===== config.mk =====
export PLATFORM = sky130hd
export DESIGN_NAME = sorted_set_insert_core
export DESIGN_NICKNAME = d
export VERILOG_FILES = /design/src/rtl/ssi_pkg.sv /design/src/rtl/ssi_cell.sv /design/src/rtl/sorted_set_insert_core.sv
export SDC_FILE = /design/constraint.sdc
export NUM_CORES = 2
export LEC_CHECK = 0
export ABC_AREA = 1
export ABC_CLOCK_PERIOD_IN_PS = 7470
export BUFFER_PORTS_ARGS = -buffer_cell sky130_fd_sc_hd__buf_4
export CORE_MARGIN = 5
export CORE_UTILIZATION = 45
export CTS_BUF_LIST = sky130_fd_sc_hd__clkbuf_4
export CTS_CLUSTER_SIZE = 16
export DETAILED_ROUTE_END_ITERATION = 6
export GPL_ROUTABILITY_DRIVEN = 0
export SLEW_MARGIN = 20
export SYNTH_ARGS = -nofsm -noshare
export SYNTH_HDL_FRONTEND = slang
export SYNTH_SLANG_ARGS = --single-unit
export TNS_END_PERCENT = 5

===== constraint.sdc =====
create_clock -name clk -period 7.47 [get_ports clk]
set_clock_uncertainty 0.05 [all_clocks]
set_input_delay 0.747 -clock clk [delete_from_list [all_inputs] [get_ports clk]]
set_output_delay 0.747 -clock clk [all_outputs]
set_load 0.01 [all_outputs]

===== src/rtl/ssi_pkg.sv =====
package ssi_pkg;

    // default table depth
    localparam int CAPACITY_DEF = 16;

    // field widths
    localparam int VALUE_W  = 32;
    localparam int STATUS_W = 3;
    localparam int COUNT_W  = 5;

    // operation codes
    localparam logic OP_INSERT = 1'b0;
    localparam logic OP_LIST   = 1'b1;

    // result status codes
    localparam logic [STATUS_W-1:0] ST_INSERTED  = 3'd0;
    localparam logic [STATUS_W-1:0] ST_DUPLICATE = 3'd1;
    localparam logic [STATUS_W-1:0] ST_FULL      = 3'd2;
    localparam logic [STATUS_W-1:0] ST_LISTED    = 3'd3;
    localparam logic [STATUS_W-1:0] ST_EMPTY     = 3'd4;

    // list sequencer states
    typedef enum logic
    {
        SEQ_IDLE,
        SEQ_LIST
    } seq_state_t;

    // per-cycle command broadcast to every cell
    typedef struct packed
    {
        logic ins;   // commit an insert of the broadcast key
        logic rot;   // rotate valid entries one place toward cell 0
    } ssi_ctrl_t;

endpackage


===== src/rtl/ssi_cell.sv =====
module ssi_cell
(
    input  logic                                 clk,
    input  logic                                 rst_n,
    input  ssi_pkg::ssi_ctrl_t                   ctrl,
    input  logic signed [ssi_pkg::VALUE_W-1:0]   key,
    input  logic                                 prev_take,
    input  logic                                 prev_valid,
    input  logic signed [ssi_pkg::VALUE_W-1:0]   prev_value,
    input  logic                                 next_valid,
    input  logic signed [ssi_pkg::VALUE_W-1:0]   next_value,
    input  logic signed [ssi_pkg::VALUE_W-1:0]   head_value,
    output logic                                 take,
    output logic                                 eq,
    output logic                                 valid,
    output logic signed [ssi_pkg::VALUE_W-1:0]   value
);
    import ssi_pkg::*;

    logic                       valid_reg;
    logic                       valid_next;
    logic signed [VALUE_W-1:0]  value_reg;
    logic signed [VALUE_W-1:0]  value_next;

    // key belongs at or below this cell when the cell is empty or larger
    assign take  = !valid_reg || (value_reg > key);
    assign eq    = valid_reg && (value_reg == key);
    assign valid = valid_reg;
    assign value = value_reg;

    // next entry: shift up on insert, rotate down on list
    always_comb
    begin
        value_next = value_reg;
        valid_next = valid_reg;
        if (ctrl.ins)
        begin
            valid_next = valid_reg | prev_valid;
            if (prev_take)
            begin
                value_next = prev_value;
            end
            else if (take)
            begin
                value_next = key;
            end
        end
        else if (ctrl.rot && valid_reg)
        begin
            value_next = next_valid ? next_value : head_value;
        end
    end

    // occupancy flag
    always_ff @(posedge clk or negedge rst_n)
    begin
        if (!rst_n)
        begin
            valid_reg <= 1'b0;
        end
        else
        begin
            valid_reg <= valid_next;
        end
    end

    // stored value
    always_ff @(posedge clk)
    begin
        value_reg <= value_next;
    end

endmodule


===== src/rtl/sorted_set_insert_core.sv =====
// channel   | signals                                          | beat taken when
// ----------+--------------------------------------------------+----------------------
// command   | start, op, new_value / busy                      | start && !busy
// result    | result_valid, status, entry_value, entry_count,  | result_valid (one cycle)
//           | last                                             |
//
// in an insert all cells compare against the broadcast key at
// once and the larger entries shift up one cell; its result shows the next cycle
// a list leaves idle on its accept cycle, then rotates the cell row past cell 0 once
// per stored entry; busy is high for the rotation cycles, and the first beat passes the
// state register and then the result register; an empty list answers without busy
// reset clears the occupancy flags and count; stored values need no clearing
// the receiver cannot stall: every result is on the ports for exactly one cycle
module sorted_set_insert_core
#(
    parameter int CAPACITY = ssi_pkg::CAPACITY_DEF
)
(
    input  logic                                 clk,
    input  logic                                 rst_n,
    input  logic                                 start,
    input  logic                                 op,
    input  logic signed [ssi_pkg::VALUE_W-1:0]   new_value,
    output logic                                 busy,
    output logic                                 result_valid,
    output logic [ssi_pkg::STATUS_W-1:0]         status,
    output logic signed [ssi_pkg::VALUE_W-1:0]   entry_value,
    output logic [ssi_pkg::COUNT_W-1:0]          entry_count,
    output logic                                 last
);
    import ssi_pkg::*;

    localparam int CW = $clog2(CAPACITY + 1);

    // cell row wiring
    logic [CAPACITY-1:0]                take_vec;
    logic [CAPACITY-1:0]                eq_vec;
    logic [CAPACITY-1:0]                valid_vec;
    logic signed [VALUE_W-1:0]          value_vec [CAPACITY];
    ssi_ctrl_t                          ctrl;

    // control state
    seq_state_t                         state_reg;
    seq_state_t                         state_next;
    logic [CW-1:0]                      count_reg;
    logic [CW-1:0]                      count_next;
    logic [CW-1:0]                      idx_reg;
    logic [CW-1:0]                      idx_next;

    // result register
    logic                               rvalid_reg;
    logic                               rvalid_next;
    logic [STATUS_W-1:0]                rstatus_reg;
    logic [STATUS_W-1:0]                rstatus_next;
    logic signed [VALUE_W-1:0]          rvalue_reg;
    logic signed [VALUE_W-1:0]          rvalue_next;
    logic [CW-1:0]                      rcount_reg;
    logic [CW-1:0]                      rcount_next;
    logic                               rlast_reg;
    logic                               rlast_next;

    logic                               accept;
    logic                               dup;
    logic                               full;
    logic                               list_end;

    assign accept   = start && !busy;
    assign dup      = |eq_vec;
    assign full     = valid_vec[CAPACITY-1];
    assign list_end = (CW'(idx_reg + 1'b1) == count_reg);

    // row of cells, entry 0 holds the smallest value
    for (genvar i = 0; i < CAPACITY; i++)
    begin : g_cell
        logic                       p_take;
        logic                       p_valid;
        logic signed [VALUE_W-1:0]  p_value;
        logic                       n_valid;
        logic signed [VALUE_W-1:0]  n_value;

        if (i == 0)
        begin : g_first
            assign p_take  = 1'b0;
            assign p_valid = 1'b1;
            assign p_value = new_value;
        end
        else
        begin : g_mid
            assign p_take  = take_vec[i-1];
            assign p_valid = valid_vec[i-1];
            assign p_value = value_vec[i-1];
        end

        if (i == CAPACITY - 1)
        begin : g_top
            assign n_valid = 1'b0;
            assign n_value = value_vec[0];
        end
        else
        begin : g_low
            assign n_valid = valid_vec[i+1];
            assign n_value = value_vec[i+1];
        end

        ssi_cell u_cell
        (
            .clk        (clk),
            .rst_n      (rst_n),
            .ctrl       (ctrl),
            .key        (new_value),
            .prev_take  (p_take),
            .prev_valid (p_valid),
            .prev_value (p_value),
            .next_valid (n_valid),
            .next_value (n_value),
            .head_value (value_vec[0]),
            .take       (take_vec[i]),
            .eq         (eq_vec[i]),
            .valid      (valid_vec[i]),
            .value      (value_vec[i])
        );
    end

    // sequencer next state
    always_comb
    begin
        state_next = state_reg;
        unique case (state_reg)
            SEQ_IDLE:
            begin
                if (accept && (op == OP_LIST) && (count_reg != '0))
                begin
                    state_next = SEQ_LIST;
                end
            end
            SEQ_LIST:
            begin
                if (list_end)
                begin
                    state_next = SEQ_IDLE;
                end
            end
            default:
            begin
                state_next = SEQ_IDLE;
            end
        endcase
    end

    // sequencer outputs, cell commands and result beat
    always_comb
    begin
        busy         = 1'b0;
        ctrl         = '0;
        count_next   = count_reg;
        idx_next     = idx_reg;
        rvalid_next  = 1'b0;
        rstatus_next = rstatus_reg;
        rvalue_next  = rvalue_reg;
        rcount_next  = rcount_reg;
        rlast_next   = 1'b0;
        unique case (state_reg)
            SEQ_IDLE:
            begin
                idx_next = '0;
                if (accept)
                begin
                    rvalid_next = 1'b1;
                    rlast_next  = 1'b1;
                    rcount_next = count_reg;
                    rvalue_next = new_value;
                    if (op == OP_LIST)
                    begin
                        if (count_reg == '0)
                        begin
                            rstatus_next = ST_EMPTY;
                            rvalue_next  = '0;
                        end
                        else
                        begin
                            // first listed beat comes from the run state
                            rvalid_next = 1'b0;
                            rlast_next  = 1'b0;
                        end
                    end
                    else if (dup)
                    begin
                        rstatus_next = ST_DUPLICATE;
                    end
                    else if (full)
                    begin
                        rstatus_next = ST_FULL;
                    end
                    else
                    begin
                        rstatus_next = ST_INSERTED;
                        ctrl.ins     = 1'b1;
                        count_next   = CW'(count_reg + 1'b1);
                        rcount_next  = count_next;
                    end
                end
            end
            SEQ_LIST:
            begin
                busy         = 1'b1;
                ctrl.rot     = 1'b1;
                idx_next     = CW'(idx_reg + 1'b1);
                rvalid_next  = 1'b1;
                rstatus_next = ST_LISTED;
                rvalue_next  = value_vec[0];
                rcount_next  = count_reg;
                rlast_next   = list_end;
            end
            default:
            begin
                busy = 1'b0;
            end
        endcase
    end

    // control registers
    always_ff @(posedge clk or negedge rst_n)
    begin
        if (!rst_n)
        begin
            state_reg  <= SEQ_IDLE;
            count_reg  <= '0;
            idx_reg    <= '0;
            rvalid_reg <= 1'b0;
            rlast_reg  <= 1'b0;
        end
        else
        begin
            state_reg  <= state_next;
            count_reg  <= count_next;
            idx_reg    <= idx_next;
            rvalid_reg <= rvalid_next;
            rlast_reg  <= rlast_next;
        end
    end

    // result payload
    always_ff @(posedge clk)
    begin
        rstatus_reg <= rstatus_next;
        rvalue_reg  <= rvalue_next;
        rcount_reg  <= rcount_next;
    end

    assign result_valid = rvalid_reg;
    assign status       = rstatus_reg;
    assign entry_value  = rvalue_reg;
    assign entry_count  = COUNT_W'(rcount_reg);
    assign last         = rlast_reg;

endmodule


==> results by group <==
Logic synthesis
  – Post-Synth Adder-Cell Area: 0.133
  – Top_reg_cell synth: edfxtp_1
  – Largest family of logic cells by synthesized area: simple AND/OR/NAND/NOR gates
  – Complex-gate fraction of the synthesized area: 0.116
  – Synth area leader: edfxtp_1
  – Post-Synthesis Net Count: a little over 7000
  – Synth unique cells: 32
  – Largest cells by area after synthesis: edfxtp_1 34%, nand2_1 16%, ha_1 13%
  – Post-Synth Simple-Gate Area: 0.297
  – Most frequent cell after synthesis: nand2_1
  – Synth Area in XOR/XNOR: 0.00108
  – Post-Syn Area: around 0.048 mm^2
  – Syn avg cell area: 7.43 um^2
  – Register area share after synthesis: 0.357
  – Post-synthesis async set-or-reset flop share: 0.0499
  – Ys Warns: 0
  – Number of enable flip-flop cells after synthesis: 552
  – Share of the synthesized area in the top cell type: 0.342
  – #FFs+latches synth: 581
  – Synth cell count leaders: 2048 x nand2_1, 1128 x nand3_1, 666 x inv_1
  – Syn Inst Count: 6526
  – Multiplexer share of the synthesized area: 0

Worst setup path
  – Startpoint types: primary input
  – Worst path arrival time: between 6 and 7 ns
  – Most frequent CP cell: nand2_1
  – Max FO, Critical Path: 37
  – CP Class: primary input to flop
  – CP cell instances: dlygate4sd3_1 > buf_4 > inv_2 > ha_1 > nand2_1 > nor2_1 > nand2_1 > nor2_1 > nand2_1 > nand2_1 > nor2_1 > nand3_1 > nor2_4 > nand3_4 > buf_4 > o21ai_0 > nand2_1 > inv_1 > buf_12
  – Top delay family on crit path: buffers and inverters
  – CP bufs+invs: 6
  – Req. time, crit path: 8.25 ns
  – CP peak stage delay: 0.82 ns
  – CP endpoint kind: flop
  – Crit-path slowest cell: inv_2

Detailed routing
  – Drt via density: between 5 and 6
  – Routed WL: 200 mm
  – DRT iter0 DRCs: a little under 6000
  – Final antenna-violating net count: 0
  – Wirelength per Cell: 24.6 um
  – DR pass1 iterations: 6
  – Vias: 48600
  – Drt drc: 0

Layout
  – Area of the multi-input gates: about 0.027 mm^2
  – Area grow syn2layout: 8.87%
  – Fill cells: roughly 11000
  – Fin nets: 7104
  – Share of post-route cells with drive strength above 1: 0.0849
  – Seq. cell area: 0.0173 mm^2
  – Final std cells w/o fill: 8108
  – Number of flip-flops in the largest register: roughly 510

CTS
  – CTS tree: done
  – Clk Latency, worst-skew pair: 1.15 ns
  – Clk sink count: just under 600
  – Htree depth: 4
  – CTS Root Buffer Type: clkbuf_4
  – # resized after CTS: 0
  – Clock Path Buffers: 3
  – Clock slew at reported path FFs: 0.07 ns
  – Cts bufs inserted: roughly 180

Timing
  – PnR worst setup slack: 2.02 ns
  – Fmax: 0.183 GHz
  – Min cycle time layout: 5.45 ns
  – Final Cycle Share: 0.730
  – RSZ-0062 raised after global routing: no
  – Worst Max-Slew Pin Slew: 1.25 ns
  – Setup Viol. Count Final: 0
  – Setup TNS: 0 ns
  – Worst rel slew slack: 0.169
  – Final hold vios: 0
  – Max Slew Vio Count: 0

GRT
  – GR Util met3: 0.117
  – Pin count of the biggest net entering global routing: 139
  – GRT Max-Usage Layer: met2
  – First-pass GRT wire length: 292 mm
  – Grt met2 use: 0.519
  – GRT Util Overall: 0.335
  – Initial antenna violation count: 8
  – Vias in the first global route: ~47000
  – GRT Residual Overflow: 0
  – M1 GR Usage: 0.407

Placed design
  – Dpl cells: 7744
  – I/O Buffers: 78
  – Post-DP HPWL: 140 mm
  – Worst slack at placement: between 1.5 and 2 ns

Pwr
  – Combinational Power Share: 0.525
  – Clock power share: 0.159
  – Maximum vdd drop: 201 uV
  – Flop pwr share: 0.316
  – Pwr dens: 389 mW/mm^2
  – Internal power: about 10000 uW
  – Pleak: between 0.02 and 0.03 uW
  – Total net switching power: 10100 uW
  – Tot Pwr: just over 20000 uW
  – Switching Fraction: 0.491

Hold path
  – Worst Hold Class: primary input to async pin

Status
  – Outcome: completed

Die
  – Die X: 338 um
  – Core Area: around 0.11 mm^2
  – # rows: 120
  – Die Span Y: ~340 um
  – Die ar.: 0.114 mm^2
  – Ports: slightly below 80
  – Starting Density: 0.453

Job
  – Max-cap violations: 0
cell type report:
cell class / count / area share
Inverter: 671 / 0.0477
Antenna cell: 11 / 0.000521
Timing Repair Buffer: 287 / 0.0450
Multi-Input combinational cell: 4836 / 0.503
Tap cell: 1403 / 0.0333
Clock inverter: 63 / 0.00585
Clock buffer: 256 / 0.0364
Sequential cell: 581 / 0.328
metrics by stage:
stage / hold slack, ns / instance area [um^2] / util
3_3_place_gp: 0.441 / 50200 / 0.469
4_1_cts: 0.0716 / 52800 / 0.493
2_1_floorplan: 0.401 / 48500 / -
6_report: 0.130 / 52800 / 0.493
5_1_grt: 0.0878 / 52800 / 0.493
3_5_place_dp: 0.445 / 50200 / 0.469
power groups by stage:
stage | clock (uW) | sequential (uW) | combinational, uW
detailed placement | 0 | 6500 | 10400
CTS | 3300 | 6450 | 10500
floorplan | 0 | 6260 | 6660
global route | 3480 | 6590 | 11800
global placement | 0 | 6470 | 10300
finish | 3260 | 6480 | 10800
layout by cell type (no fill, tap or decap), types with 51 or more instances in the layout:
cell and count:
nor2_1 194, clkinv_1 51, nand3_1 1127, a21oi_1 228, inv_1 648, o21ai_0 156
nand2_1 2046, edfxtp_1 552, o211ai_1 416, ha_1 515, buf_4 242, clkbuf_4 256
kinds of logic (layout without fill, tap and decap cells):
logic type | after synthesis | count (layout)
xor+xnor | 6 | 6
fa+ha+maj | 515 | 515
buf+inv | 1109 | 1277
flops | 581 | 581
compound gates | 887 | 887
other cells | 0 | 11
simple gates | 3428 | 3428
worst paths after layout:
check                      slack, ns                                   to                            startpoint  cells past startpoint
setup reg to reg                2.10  g_cell[7].u_cell.value[9]$_DFFE_PP_  g_cell[0].u_cell.value[17]$_DFFE_PP_                     16
hold reg to reg                 0.46   g_cell[2].u_cell.valid$_DFFE_PN0N_    g_cell[2].u_cell.valid$_DFFE_PN0N_                      2
hold / removal                  0.13                  state_reg$_DFF_PN0_                                 rst_n                      2
min in group clk                0.29             entry_value[0]$_DFFE_PP_                          new_value[0]                      3
max in group asynchronous       6.70   g_cell[9].u_cell.valid$_DFFE_PN0N_                                 rst_n                      2
setup / recovery                2.02  g_cell[7].u_cell.value[9]$_DFFE_PP_                         new_value[14]                     19
metal layers:
metal  vias to the layer above  wire length [um]
met3                       650             25200
met1                     22800             75000
met2                      2816             86600
met4                         4             12800
li1                      22400                 -
met5                         -                27
what timing repair did:
| item | 4_1_cts | 5_1_grt |
|---|---|---|
| hold buffers | 34 | 0 |
| buffers inserted | 0 | 0 |
| endpoints found under the hold margin | 96 | 0 |
worst register-to-register path, cell delays in order, from the launching register on:
cell and delay [ns]:
edfxtp_1 1.18, ha_1 0.44, inv_1 0.06, nor2_1 0.04
nand3_1 0.07, nor2_1 0.05, nand2_1 0.12, nand2_1 0.07
nor2_1 0.45, nand3_1 0.22, nor2_4 0.32, nand3_4 0.47
buf_4 0.48, o21ai_0 0.16, nand2_1 0.08, inv_1 0.55
buf_12 0.25
Note: power is estimated with default switching activity, not from simulation.
